### config.mk
export PLATFORM = sky130hd
export DESIGN_NAME = mspcg_ctrl
export DESIGN_NICKNAME = d
export VERILOG_FILES = /design/src/design/mspcg_pkg.sv /design/src/design/mspcg_ctrl.sv
export SDC_FILE = /design/constraint.sdc
export NUM_CORES = 1
export LEC_CHECK = 0
export BUFFER_PORTS_ARGS = -buffer_cell sky130_fd_sc_hd__buf_2
export CELL_PAD_IN_SITES_DETAIL_PLACEMENT = 0
export CELL_PAD_IN_SITES_GLOBAL_PLACEMENT = 2
export CORE_UTILIZATION = 32
export DETAILED_ROUTE_END_ITERATION = 10
export GPL_ROUTABILITY_DRIVEN = 0
export GPL_TIMING_DRIVEN = 0
export PLACE_DENSITY = 0.76
export RECOVER_POWER = 100
export SETUP_SLACK_MARGIN = 0.3
export SYNTH_ARGS = -nofsm -noshare
export SYNTH_HDL_FRONTEND = slang
export SYNTH_SLANG_ARGS = --single-unit
### constraint.sdc
create_clock -name clock -period 2.4 [get_ports clock]
set_input_delay 0.24 -clock clock [delete_from_list [all_inputs] [get_ports clock]]
set_output_delay 0.24 -clock clock [all_outputs]
set_load 0.05 [all_outputs]
### src/design/mspcg_pkg.sv
package mspcg_pkg;

   localparam int NUM_STREAMS_DEF = 8;

   localparam logic [63:0] PCG_MULT  = 64'd6364136223846793005;
   localparam logic [63:0] FNV_BASIS = 64'hcbf29ce484222325;
   localparam logic [63:0] FNV_PRIME = 64'h00000100000001b3;
   localparam logic [24:0] FRAC_ONE  = 25'h1000000;

   // operation codes
   localparam logic [2:0] OP_INIT    = 3'd0;
   localparam logic [2:0] OP_RELEASE = 3'd1;
   localparam logic [2:0] OP_MIX     = 3'd2;
   localparam logic [2:0] OP_SEED    = 3'd3;
   localparam logic [2:0] OP_UINT    = 3'd4;
   localparam logic [2:0] OP_INT     = 3'd5;
   localparam logic [2:0] OP_FRAC    = 3'd6;
   localparam logic [2:0] OP_CHANCE  = 3'd7;

   // stream modes
   localparam logic [1:0] MODE_DET        = 2'd0;
   localparam logic [1:0] MODE_ENTROPY    = 2'd1;
   localparam logic [1:0] MODE_CONTINUOUS = 2'd2;
   localparam logic [1:0] MODE_ACCUMULATE = 2'd3;

   // accumulator select
   localparam logic [1:0] ACC_SHARED  = 2'd0;
   localparam logic [1:0] ACC_SCRATCH = 2'd1;

   typedef struct packed {
      logic [2:0]         op;
      logic [7:0]         handle;
      logic [63:0]        seed_value;
      logic [1:0]         stream_mode;
      logic [63:0]        entropy_word;
      logic [7:0]         data_byte;
      logic               last_byte;
      logic signed [31:0] low_bound;
      logic signed [31:0] high_bound;
      logic [24:0]        probability;
   } req_type;

   typedef struct packed {
      logic               ok;
      logic [63:0]        value;
      logic signed [31:0] int_value;
      logic               chance_hit;
   } rsp_type;

   // datapath micro-operations
   localparam logic [3:0] DP_LOAD    = 4'd0;  // latch request, read stream
   localparam logic [3:0] DP_INITZ   = 4'd1;  // state=0, inc=h*2+1
   localparam logic [3:0] DP_STEP    = 4'd2;  // one LCG step (multi cycle)
   localparam logic [3:0] DP_ADDST   = 4'd3;  // state += start
   localparam logic [3:0] DP_FNV     = 4'd4;  // one FNV byte step (multi cycle)
   localparam logic [3:0] DP_ADDACC  = 4'd5;  // state += acc
   localparam logic [3:0] DP_RESACC  = 4'd6;  // acc = basis
   localparam logic [3:0] DP_REM     = 4'd7;  // remainder unit run
   localparam logic [3:0] DP_WRITE   = 4'd8;  // write stream back
   localparam logic [3:0] DP_NOP     = 4'd9;
   localparam logic [3:0] DP_CLRACC  = 4'd10; // scratch acc = basis

   typedef struct packed {
      logic [3:0] cmd;
      logic [1:0] acc_sel;   // shared or scratch accumulator
      logic       rem_thr;   // 1: compute threshold, 0: r % range
   } dp_cmd_type;

   typedef struct packed {
      logic       busy;       // multi-cycle unit running
      logic       live;
      logic       hnd_ok;
      logic [1:0] kind;
      logic       range_zero;
      logic       below_thr;
   } dp_sts_type;

endpackage

### src/design/mspcg_ctrl.sv
module mspcg_ctrl
   import mspcg_pkg::*;
(
   input  logic       clock,
   input  logic       reset,
   input  logic       req_valid,
   output logic       req_ready,
   input  logic [2:0] req_op,
   input  logic [24:0] req_prob,
   input  logic       req_last,
   output logic       rsp_load,
   input  logic       rsp_free,
   input  dp_sts_type sts,
   output dp_cmd_type cmd,
   output logic [2:0] byte_idx
);

   localparam logic [4:0] S_IDLE   = 5'd0;
   localparam logic [4:0] S_DISP   = 5'd1;
   localparam logic [4:0] S_I_Z    = 5'd2;
   localparam logic [4:0] S_I_S1   = 5'd3;
   localparam logic [4:0] S_I_ADD  = 5'd4;
   localparam logic [4:0] S_I_S2   = 5'd5;
   localparam logic [4:0] S_M_FNV  = 5'd6;
   localparam logic [4:0] S_M_ADD  = 5'd7;
   localparam logic [4:0] S_M_STEP = 5'd8;
   localparam logic [4:0] S_M_CLR  = 5'd9;
   localparam logic [4:0] S_D_BEG  = 5'd10;
   localparam logic [4:0] S_D_CLR  = 5'd11;
   localparam logic [4:0] S_D_FNV  = 5'd12;
   localparam logic [4:0] S_D_ADD  = 5'd13;
   localparam logic [4:0] S_D_S1   = 5'd14;
   localparam logic [4:0] S_D_S2   = 5'd15;
   localparam logic [4:0] S_D_CHK  = 5'd16;
   localparam logic [4:0] S_T_REM  = 5'd17;
   localparam logic [4:0] S_T_HOLD = 5'd18;
   localparam logic [4:0] S_R_REM  = 5'd19;
   localparam logic [4:0] S_WRITE  = 5'd20;
   localparam logic [4:0] S_DONE   = 5'd21;

   logic [4:0] state_ff, state_in;
   logic [2:0] byte_ff, byte_in;
   logic       op_is_draw;
   logic [2:0] op_ff;
   logic [24:0] prob_ff;
   logic       last_ff;

   assign op_is_draw = (op_ff == OP_UINT) || (op_ff == OP_INT) ||
                       (op_ff == OP_FRAC) ||
                       (op_ff == OP_CHANCE && prob_ff != 25'h0 && prob_ff < FRAC_ONE);
   assign req_ready = (state_ff == S_IDLE);
   assign byte_idx  = byte_ff;

   always_ff @(posedge clock) begin
      if (reset) begin
         state_ff <= S_IDLE;
         byte_ff  <= 3'd0;
      end else begin
         state_ff <= state_in;
         byte_ff  <= byte_in;
      end
      if (req_valid && req_ready) begin
         op_ff <= req_op; prob_ff <= req_prob; last_ff <= req_last;
      end
   end

   always_comb begin
      state_in = state_ff;
      byte_in  = byte_ff;
      cmd      = '{cmd: DP_NOP, acc_sel: ACC_SHARED, rem_thr: 1'b0};
      rsp_load = 1'b0;
      unique case (state_ff)
         S_IDLE: begin
            if (req_valid) begin
               cmd.cmd  = DP_LOAD;
               state_in = S_DISP;
            end
         end
         S_DISP: begin
            if (op_ff == OP_INIT)
               state_in = sts.hnd_ok ? S_I_Z : S_DONE;
            else if (op_ff == OP_MIX)
               state_in = sts.live ? S_M_FNV : S_M_CLR;
            else if (op_ff == OP_RELEASE)
               state_in = S_WRITE;
            else if (op_is_draw && sts.live)
               state_in = (op_ff == OP_INT && !sts.range_zero) ? S_T_REM : S_D_BEG;
            else
               state_in = S_DONE;
         end
         S_I_Z: begin cmd.cmd = DP_INITZ; state_in = S_I_S1; end
         S_I_S1: begin
            cmd.cmd = DP_STEP;
            if (!sts.busy) state_in = S_I_ADD;
         end
         S_I_ADD: begin cmd.cmd = DP_ADDST; state_in = S_I_S2; end
         S_I_S2: begin
            cmd.cmd = DP_STEP;
            if (!sts.busy) state_in = S_WRITE;
         end
         S_M_FNV: begin
            cmd.cmd = DP_FNV;
            if (!sts.busy) state_in = last_ff ? S_M_ADD : S_DONE;
         end
         S_M_ADD: begin cmd.cmd = DP_ADDACC; state_in = S_M_STEP; end
         S_M_STEP: begin
            cmd.cmd = DP_STEP;
            if (!sts.busy) state_in = S_M_CLR;
         end
         S_M_CLR: begin
            cmd.cmd  = DP_RESACC;
            state_in = sts.live ? S_WRITE : S_DONE;
         end
         // threshold (0 - range) % range before the draw loop
         S_T_REM: begin
            cmd.cmd = DP_REM; cmd.rem_thr = 1'b1;
            if (!sts.busy) state_in = S_T_HOLD;
         end
         S_T_HOLD: begin cmd.rem_thr = 1'b1; state_in = S_D_BEG; end
         S_D_BEG: begin
            byte_in  = 3'd0;
            state_in = (sts.kind == MODE_CONTINUOUS) ? S_D_CLR : S_D_S2;
         end
         S_D_CLR: begin cmd.cmd = DP_CLRACC; state_in = S_D_FNV; end
         S_D_FNV: begin
            cmd.cmd = DP_FNV; cmd.acc_sel = ACC_SCRATCH;
            if (!sts.busy) begin
               byte_in  = byte_ff + 3'd1;
               if (byte_ff == 3'd7) state_in = S_D_ADD;
            end
         end
         S_D_ADD: begin
            cmd.cmd = DP_ADDACC; cmd.acc_sel = ACC_SCRATCH; state_in = S_D_S1;
         end
         S_D_S1: begin
            cmd.cmd = DP_STEP;
            if (!sts.busy) state_in = S_D_S2;
         end
         S_D_S2: begin
            cmd.cmd = DP_STEP;
            if (!sts.busy) state_in = S_D_CHK;
         end
         S_D_CHK: begin
            if (op_ff == OP_INT && !sts.range_zero)
               state_in = sts.below_thr ? S_D_BEG : S_R_REM;
            else
               state_in = S_WRITE;
         end
         S_R_REM: begin
            cmd.cmd = DP_REM;
            if (!sts.busy) state_in = S_WRITE;
         end
         S_WRITE: begin cmd.cmd = DP_WRITE; state_in = S_DONE; end
         S_DONE: begin
            if (rsp_free) begin
               rsp_load = 1'b1;
               state_in = S_IDLE;
            end
         end
         default: state_in = S_IDLE;
      endcase
   end

endmodule

---- Word-level counts from Yosys, hierarchy flattened ----
Index checks and enable logic that the tools add are counted.
word-level totals
  register bits after elaboration ......... 37
  logic and storage cells ................. 101
  input port bits ......................... 40
  output and inout bits ................... 12
operators by class
  add/subtract/negate cells ............... 1
  mux-type cells .......................... 32
  $lt $le $gt $ge ......................... 1
  reductions and logical operators ........ 22
  eq/ne operators ......................... 40
operators by type and width
  kind                                            count
  case mux 5 bit (21 select lines)                1
  2-to-1 mux 5 bit                                20
  == test 5 x 4 -> 1 bit (second input constant)  8
  case mux 4 bit (10 select lines)                1
  == test 5 bit (second input constant)           6
  < comparator 25 bit (second input constant)     1
  nonzero test 25 bit                             1
  inequality test 2 bit (second input constant)   11
  == test 5 x 3 -> 1 bit (second input constant)  4
  == test 3 bit (second input constant)           5
  OR reduction 2 bit                              6
  AND reduction 11 bit                            1
  == test 5 x 2 -> 1 bit (second input constant)  2
  2-to-1 mux 4 bit                                2
  2-to-1 mux 3 bit                                2
  case mux 3 bit (2 select lines)                 1
  == test 5 x 1 -> 1 bit (second input constant)  1
  logical AND 1 bit                               5
  zero test 5 bit                                 1
  2-to-1 mux 1 bit                                5
  OR reduction 5 bit                              1
  adder 3 x 1 -> 3 bit (second input constant)    1
  == test 3 x 1 -> 1 bit (second input constant)  1
  == test 3 x 2 -> 1 bit (second input constant)  1
  other kinds (6)                                 8

---- Logic depth before layout (Yosys ltp) ----
Gate-level depths: netlist of run 1.
  word-level depth ........................ 10
  depth in mapped cells ................... 8
  depth with buffers taken out ............ 7

---- Worst setup path after synthesis of run 1 ----
No wires, ideal clock.
  path type ............................... register to output
  start point ............................. reg state_ff[2]
  end point ............................... out cmd[4] in the netlist's numbering
  arrival time ............................ 2.358 ns
  setup slack ............................. -0.198 ns
  cell stages (with the launch flop) ...... 7
  path through ............................ dfxtp_1 > buf_2 > buf_1 > clkbuf_1 > xor2_1 > o21ai_0 > o21ai_0
RTL lines
  element                 line              RTL
  start, declared         mspcg_ctrl.sv:41  logic [4:0] state_ff, state_in;
  start signal, assigned  mspcg_ctrl.sv:59  state_ff <= state_in;
  end, declared           mspcg_ctrl.sv:14  output dp_cmd_type cmd,

==> results of run 1 <==
==> worst paths after layout <==
kind	cells past startpoint	to	slack, ns	startpoint
max	5	cmd[5]	0.20	state_ff[4]$_SDFFE_PP0P_
min	1	prob_ff[5]$_DFFE_PP_	0.12	req_prob[5]
max reg2reg	7	state_ff[2]$_SDFFE_PP0P_	0.36	state_ff[4]$_SDFFE_PP0P_
min reg2reg	2	byte_idx[1]$_SDFFE_PP0P_	0.53	byte_idx[1]$_SDFFE_PP0P_
==> critical path: stages (launching register included) <==
cell and delay [ns]:
dfxtp_1 0.54, clkbuf_2 0.31, clkbuf_4 0.27, nand3_1 0.14, o21ai_1 0.11, clkbuf_2 0.29
==> metrics by stage <==
| stage | cell area, µm² | setup slack (ns) | util |
|---|---|---|---|
| after floorplan | 2023 | 0.1735 | - |
| after global placement | 2367 | 0.09861 | 0.3952 |
| after detailed placement | 2367 | 0.09265 | 0.3952 |
| after CTS | 2514 | 0.1967 | 0.4196 |
| after global routing | 2589 | 0.1499 | 0.4321 |
| final | 2589 | 0.2032 | 0.4321 |
==> cells by family after synthesis <==
group | share of synthesized area
muxes | 0.02497
adders and majority gates | 0.01248
buffers and inverters | 0.04307
DFF | 0.5144
other | 0.001871
AOI/OAI and AO/OA | 0.1779
and+or+nand+nor | 0.2122
xor gates and xnor gates | 0.01311
==> registers in the layout, summed over array words and instances, names as in the netlist <==
register and count:
byte_idx 3, last_ff 1, state_ff 5, op_ff 3
prob_ff 25
==> final cells by class <==
class                           instances  area (µm²)  share of cell area
Multi-Input combinational cell        145       923.4              0.3567
Clock inverter                          2       38.79             0.01498
Timing Repair Buffer                   57       299.0              0.1155
Clock buffer                            6       72.57             0.02803
Sequential cell                        37        1033              0.3992
Inverter                                6       33.78             0.01305
Tap cell                               75       93.84             0.03625
Buffer                                 13       93.84             0.03625
==> repair_timing <==
item	CTS	global route
setup buffers	1	6
pin swaps	1	1
endpoints found under the setup margin	40	10
resized for setup	13	23
hold buffers	0	0
==> report_power, final <==
part	switching, µW	total (µW)	internal (µW)
Sequential	71.1	968	897
Clock	217	529	312
Combinational	957	1460	508
==> cells in the final DEF, fill, tap and decap left out, types with 3 or more instances in the layout <==
cell	n
buf_2	40
edfxtp_1	29
nand2_1	16
nor2_1	15
a21oi_1	13
buf_4	11
nor4_1	9
o21ai_0	8
clkbuf_1	8
clkbuf_2	7
nor3_1	6
dfxtp_1	6
nand3_1	5
nand2b_1	5
nor2b_1	5
mux2i_1	5
clkbuf_8	5
o22ai_1	4
nand4_1	4
buf_6	3
inv_1	3
clkinvlp_4	3
o211ai_1	3
o21ai_1	3
a31oi_1	3
or3_1	3
o2bb2ai_1	3
==> metal layers <==
layer / wire, µm / global-route usage / vias up
li1: - / - / 895
met1: 2440 / 0.2395 / 819
met2: 2409 / 0.2655 / 45
met3: 207 / 0.03483 / 6
met4: 48 / 0.04464 / 0
met5: 0 / 0 / -
==> out/results.txt, run 1 <==
Rel. slew slack: 0.5758
PortBufs: 50
Share of the synthesized area in the top cell type: 0.4345
Share of layout cells above drive strength 1: 0.3158
Area leader, netlist: edfxtp_1
Layout area overhead: 29.15%
Slew Limit Fails: 0
Final hold slack: 0.1216 ns
Initial antenna violation count: 0
DRC: 0
Synth Flop Type: edfxtp_1
Top-count cell post-synth: edfxtp_1
Total clock buffers created by CTS: 5
Worst slew pin tran: 0.6363 ns
Starting Density: 0.3346
CTS H-tree depth: 2
Status: finished clean
GRT overflow: 0
Worst path required time: 2.16 ns
Die height: 81.15 µm
Inst Count DP: 326
Worst VDD drop: 0.0005902 V
TNS Setup: 0 ns
Vias in the first global route: 1,647
Critical Path AT: 1.96 ns
Fin cells: 341
Fmax: 455.2 MHz
Final Cycle Share: 0.9153
Vias after detailed routing: 1,765
Number of diodes: 0
First-pass GRT wire length: 8286 µm
Clk buf depth: 2
HPWL Detailed: 3768 µm
Setup violations, final: 0
Max_cap viols: 0
CORE AREA: 0.005991 mm²
Fin crit period: 2.197 ns
Cells after Synth: 201
TritonCTS clock tree: done
Fin nets: 307
Post-synth top cells: edfxtp_1 (29), nand2_1 (16), nor2_1 (15)
CTS sink cnt: 37
Total power: 2961 µW
Number of DRC markers in iteration 0: 119
Clk_lat worst skew: 0.28 ns
Worst Hold Class: input port to register
Cell Pwr Density: 1144 mW/mm²
Post-Syn Area: 0.002004 mm²
Area contributors post-synth: edfxtp_1 (43%), dfxtp_1 (8.0%), a21oi_1 (3.5%)
Via/cell ratio: 5.176
Crit Path Max Fanout: 10
Total wire length: 5106 µm
Nature of the critical path endpoint: primary output
Post-synth EDFFs: 29
DR WL/cell: 14.97 µm
Largest net degree at the start of global routing: 30
DIE AREA: 0.006585 mm²
Syn nets: 243
Routed Antenna Nets: 0
Final-report hold violation count: 0
RSZ-0062 raised after global routing: true
Root Buffer Master: clkbuf_8
Syn avg cell area: 9.972 µm²
Synth Register Bits: 37
CP Launch Type: register
Number of warnings issued by yosys: 0
Clock slew at reported path FFs: 0.08 ns
Num rows: 28
Number of fill cells in the layout: 611
First-pass iteration count of the detailed router: 4
Fraction of registers with async set/reset: 0
Synth cell types: 51
All-Layer GR Usage: 0.1706
Worst clock skew: 0.004720 ns
Seq/Total Area, Yosys: 0.5144
Die width: 81.15 µm
Static Leak: 0.0009773 µW
Critical path type: register to primary output
I/O pin count: 52
No activity file was read; power rests on OpenSTA's default activity.
==> run 2, diff against run 1 <==
--- a/config.mk
+++ b/config.mk
@@ -9,9 +9,11 @@
 export CELL_PAD_IN_SITES_DETAIL_PLACEMENT = 0
 export CELL_PAD_IN_SITES_GLOBAL_PLACEMENT = 2
 export CORE_UTILIZATION = 32
+export CTS_CLUSTER_SIZE = 10
 export DETAILED_ROUTE_END_ITERATION = 10
 export GPL_ROUTABILITY_DRIVEN = 0
 export GPL_TIMING_DRIVEN = 0
+export MAX_ROUTING_LAYER = met4
 export PLACE_DENSITY = 0.76
 export RECOVER_POWER = 100
 export SETUP_SLACK_MARGIN = 0.3
==> constraint.sdc (replaced) <==
create_clock -name clock -period 2.4 [get_ports clock]
set_input_delay 0.24 -clock clock [delete_from_list [all_inputs] [get_ports clock]]
set_output_delay 0.24 -clock clock [all_outputs]
set_load 0.1 [all_outputs]
==> out/results.txt, run 2 (synthesized netlist as in run 1, its figures left out) <==
Switch share: 0.4581
Worst VDD drop: 0.0008640 V
Most frequent cells in the layout: buf_2 (43), edfxtp_1 (29), nand2_1 (16), nor2_1 (15), a21oi_1 (13)
All-Layer GR Usage: 0.1802
Max_cap viols: 0
Total wire length: 5186 µm
GRT overflow: 0
CTS H-tree depth: 2
Hold EP: op_ff[2]$_DFFE_PP_
Clock slew at reported path FFs: 0.08 ns
Critical Path Max Stage Delay: 0.52 ns
TNS Setup: 0 ns
Vias in the first global route: 1,744
Hold Startpoint: req_op[2]
CP delay by family, top: buffers and inverters
Worst r2r src: state_ff[4]$_SDFFE_PP0P_
Fmax: 463.3 MHz
Rel. slew slack: 0.2282
Clk buf depth: 2
Worst hold path depth: 1
Static Leak: 0.001027 µW
Worst reg2reg endpoint: state_ff[3]$_SDFFE_PP0P_
Cts hold-fix bufs: 0
I/O pin count: 52
Root Buffer Master: clkbuf_8
TritonCTS clock tree: done
Sequential share of power: 0.285
Critical path type: register to primary output
Commonest non-fill, non-tap cell in the layout: buf_2
Most used cell, CP: clkbuf_4
Die width: 81.15 µm
Internal reg-to-reg setup slack: 0.32 ns
Critical Path AT: 1.92 ns
Worst clock skew: 0.006239 ns
Reg2reg path depth: 7
CORE AREA: 0.005991 mm²
Initial antenna violation count: 0
Worst-path cell chain: clkbuf_4 > buf_6 > nand3_1 > o21ai_4 > clkbuf_4
Internal power: 1848 µW
Starting Density: 0.3346
Largest net degree at the start of global routing: 30
Status: finished clean
Crit Path Max Fanout: 10
Worst slew pin tran: 1.163 ns
First-pass GRT wire length: 8459 µm
Total clock buffers created by CTS: 5
Slowest CP cell: dfxtp_1
Net Sw Power: 1562 µW
Slew Limit Fails: 0
CTS sink cnt: 37
Die height: 81.15 µm
DRC: 0
DIE AREA: 0.006585 mm²
Placed instance area: 0.002425 mm²
Most flops, register: prob_ff
Final Cycle Share: 0.8994
Combinational share of power: 0.558
Vias after detailed routing: 1,795
Num rows: 28
Fin crit period: 2.158 ns
Share of layout cells above drive strength 1: 0.3496
HPWL Detailed: 3817 µm
Setup violations, final: 0
Via/cell ratio: 5.264
Worst Hold Class: input port to register
Combined buffer and inverter count along the critical path: 3
RSZ-0062 raised after global routing: true
PortBufs: 50
Number of DRC markers in iteration 0: 167
Fin nets: 307
Final Cell Area: 0.002700 mm²
Layout area overhead: 34.71%
Final-report hold violation count: 0
First-pass iteration count of the detailed router: 4
Routed Antenna Nets: 0
Clock power share: 0.157
Clk_lat worst skew: 0.29 ns
Number of diodes: 0
Max reg flops: 25
Worst path required time: 2.16 ns
Number of fill cells in the layout: 601
DR WL/cell: 15.21 µm
CP Launch Type: register
Cell Pwr Density: 1263 mW/mm²
Largest regs: prob_ff (25), state_ff (5)
Nature of the critical path endpoint: primary output
==> run 2: cell types whose count changed in the layout (fill, tap and decap cells not counted), moves of 3 or more <==
cell	delta
nor3_4	+3
clkbuf_4	+4
clkbuf_2	-4
buf_4	-5
clkbuf_1	-3
buf_2	+3
==> run 2: through the flow <==
| stage | hold WS (ns) | setup WS, ns | power (µW) | util | instances |
|---|---|---|---|---|---|
| CTS | 0.1117 | 0.2068 | 3282 | 0.4330 | 334 |
| global placement | 0.4172 | 0.02633 | 2651 | 0.4048 | 326 |
| finish | 0.1193 | 0.2415 | 3410 | 0.4507 | 341 |
| detailed placement | 0.4181 | 0.05787 | 2637 | 0.4048 | 326 |
| global route | 0.09654 | 0.1540 | 3620 | 0.4507 | 341 |
| floorplan | 0.3027 | 0.1644 | 2295 | - | 201 |
==> run 2: power groups by stage <==
stage | Clock, µW | Sequential [µW] | Combinational [µW]
4_1_cts | 548 | 964 | 1770
5_1_grt | 583 | 988 | 2050
3_5_place_dp | 0 | 978 | 1660
6_report | 535 | 972 | 1900
2_1_floorplan | 0 | 955 | 1340
3_3_place_gp | 0 | 973 | 1680
==> run 2: worst max-delay path by stage <==
stage / startpoint / end / slack, ns / cells after the start
detailed placement: state_ff[2]$_SDFFE_PP0P_ / cmd[4] / 0.06 / 7
finish: state_ff[4]$_SDFFE_PP0P_ / cmd[4] / 0.24 / 5
CTS: state_ff[2]$_SDFFE_PP0P_ / cmd[4] / 0.21 / 7
global placement: state_ff[2]$_SDFFE_PP0P_ / cmd[4] / 0.03 / 7
global route: state_ff[4]$_SDFFE_PP0P_ / cmd[4] / 0.15 / 5
floorplan: state_ff[3]$_SDFFE_PP0P_ / cmd[5] / 0.16 / 6
==> run 2: timing repair <==
item / 4_1_cts / 5_1_grt
gates resized for setup: 22 / 31
buffers inserted: 0 / 6
setup endpoints to repair: 41 / 28
gates cloned: 0 / 1
hold endpoints to repair: 0 / 0
pin swaps: 0 / 1
==> run 2: layout make-up <==
type,count,area (µm²),share of cell area
clock inverters,2,38.79,0.01437
well taps,75,93.84,0.03475
plain buffers,13,105.1,0.03892
clock buffers,6,72.57,0.02688
multi-input cells,145,973.4,0.3605
inverters,6,33.78,0.01251
flip-flops and latches,37,1041,0.3855
repair buffers,57,341.6,0.1265
==> run 2: per-layer routing <==
metal | GRT usage | vias up | part of all wire
li1 | - | 892 | -
met1 | 0.2293 | 850 | 0.46
met2 | 0.2798 | 43 | 0.48
met3 | 0.04607 | 10 | 0.042
met4 | 0.05714 | 0 | 0.015
met5 | - | - | 0
==> run 3, diff against run 2 <==
==> constraint.sdc (replaced) <==
create_clock -name clock -period 2.4 [get_ports clock]
set_input_delay 0.24 -clock clock [delete_from_list [all_inputs] [get_ports clock]]
set_output_delay 0.24 -clock clock [all_outputs]
set_load 0.05 [all_outputs]
==> out/results.txt, run 3 (synthesized netlist as in run 1, its figures left out) <==
First-pass iteration count of the detailed router: 4
Clk buf depth: 2
Vias in the first global route: 1,650
CORE AREA: 0.005991 mm²
Crit Path Max Fanout: 10
Total clock buffers created by CTS: 5
Most flops, register: prob_ff
Number of fill cells in the layout: 611
All-Layer GR Usage: 0.1758
Critical path type: register to primary output
RSZ-0062 raised after global routing: true
Number of DRC markers in iteration 0: 100
Layout area overhead: 29.15%
Cts hold-fix bufs: 0
Internal reg-to-reg setup slack: 0.36 ns
Commonest non-fill, non-tap cell in the layout: buf_2
Critical Path AT: 1.95 ns
CTS sink cnt: 37
PortBufs: 50
DRC: 0
Cell Pwr Density: 1142 mW/mm²
I/O pin count: 52
Slew Limit Fails: 0
Starting Density: 0.3346
Initial antenna violation count: 0
Worst Hold Class: input port to register
Setup violations, final: 0
Net Sw Power: 1240 µW
Die height: 81.15 µm
First-pass GRT wire length: 8293 µm
Num rows: 28
Clock slew at reported path FFs: 0.08 ns
Max_cap viols: 0
Register area: 0.001033 mm²
Multi-input logic area: 923.4 µm²
Vias after detailed routing: 1,761
Worst VDD drop: 0.0005904 V
CTS H-tree depth: 2
Clock power share: 0.179
Share of layout cells above drive strength 1: 0.3158
Nature of the critical path endpoint: primary output
Max reg flops: 25
Internal power: 1717 µW
Routed Antenna Nets: 0
Fmax: 457.0 MHz
TritonCTS clock tree: done
Rel. slew slack: 0.5760
Status: finished clean
Final Cycle Share: 0.9117
Fin nets: 307
Largest regs: prob_ff (25), state_ff (5)
Largest net degree at the start of global routing: 30
Switch share: 0.4195
Worst clock skew: 0.005176 ns
Static Leak: 0.0009773 µW
DIE AREA: 0.006585 mm²
GRT overflow: 0
Worst slew pin tran: 0.6360 ns
Most frequent cells in the layout: buf_2 (40), edfxtp_1 (29), nand2_1 (16), nor2_1 (15), a21oi_1 (13)
Worst path required time: 2.16 ns
DR WL/cell: 14.91 µm
HPWL Detailed: 3768 µm
Via/cell ratio: 5.164
Root Buffer Master: clkbuf_8
Total wire length: 5086 µm
Clk_lat worst skew: 0.28 ns
Total power: 2957 µW
CP Launch Type: register
Sequential share of power: 0.327
Combinational share of power: 0.494
Number of diodes: 0
Die width: 81.15 µm
TNS Setup: 0 ns
Fin crit period: 2.188 ns
Final-report hold violation count: 0
## run 3: cell count changes in the layout (fill, tap and decap cells not counted), sizes merged
cell / previous run / this run
buf: 57 / 54
clkbuf: 19 / 22
## run 3: worst max-delay path, cell delays in order (launching register included)
cell	delay, ns
dfxtp_1	0.54
clkbuf_2	0.31
clkbuf_4	0.27
nand3_1	0.14
o21ai_1	0.11
clkbuf_2	0.29
## run 3: power groups by stage
stage	registers, µW	logic [µW]	clock network (µW)
2_1_floorplan	956	1010	0
3_3_place_gp	976	1340	0
3_5_place_dp	980	1330	0
4_1_cts	962	1380	544
5_1_grt	987	1600	568
6_report	968	1460	529
## run 3: final cells by class
class	count	area share
clock inverter	2	0.01498
buffer	13	0.03625
clock buffer	6	0.02803
multi-input combinational	145	0.3567
inverter	6	0.01305
tap	75	0.03625
timing repair buffer	57	0.1155
sequential	37	0.3992
## run 3: layer usage
layer,up-vias,global-route usage,part of all wire
li1,891,-,-
met1,817,0.2395,0.46
met2,47,0.2664,0.47
met3,6,0.03483,0.052
met4,0,0.04464,0.0094
met5,-,-,0
## run 3: worst paths after layout
path | cells after the start | from | end
max | 5 | state_ff[4]$_SDFFE_PP0P_ | cmd[5]
min | 1 | req_prob[5] | prob_ff[5]$_DFFE_PP_
max reg2reg | 7 | state_ff[4]$_SDFFE_PP0P_ | state_ff[2]$_SDFFE_PP0P_
min reg2reg | 2 | byte_idx[1]$_SDFFE_PP0P_ | byte_idx[1]$_SDFFE_PP0P_
## run 3: stage by stage
stage	util	hold WS, ns	cells	setup WS, ns	cell area [µm²]
final	0.4321	0.1219	341	0.2119	2589
after global routing	0.4321	0.1041	341	0.1499	2589
after CTS	0.4196	0.1131	335	0.1967	2514
after detailed placement	0.3952	0.4181	326	0.09265	2367
after global placement	0.3952	0.4169	326	0.09861	2367
after floorplan	-	0.3050	201	0.1735	2023
## run 3: repair_timing
action | 4_1_cts | 5_1_grt
gates resized for setup | 13 | 23
buffers inserted | 1 | 6
cloned | 0 | 0
pin swaps | 1 | 1
endpoints found under the setup margin | 40 | 10
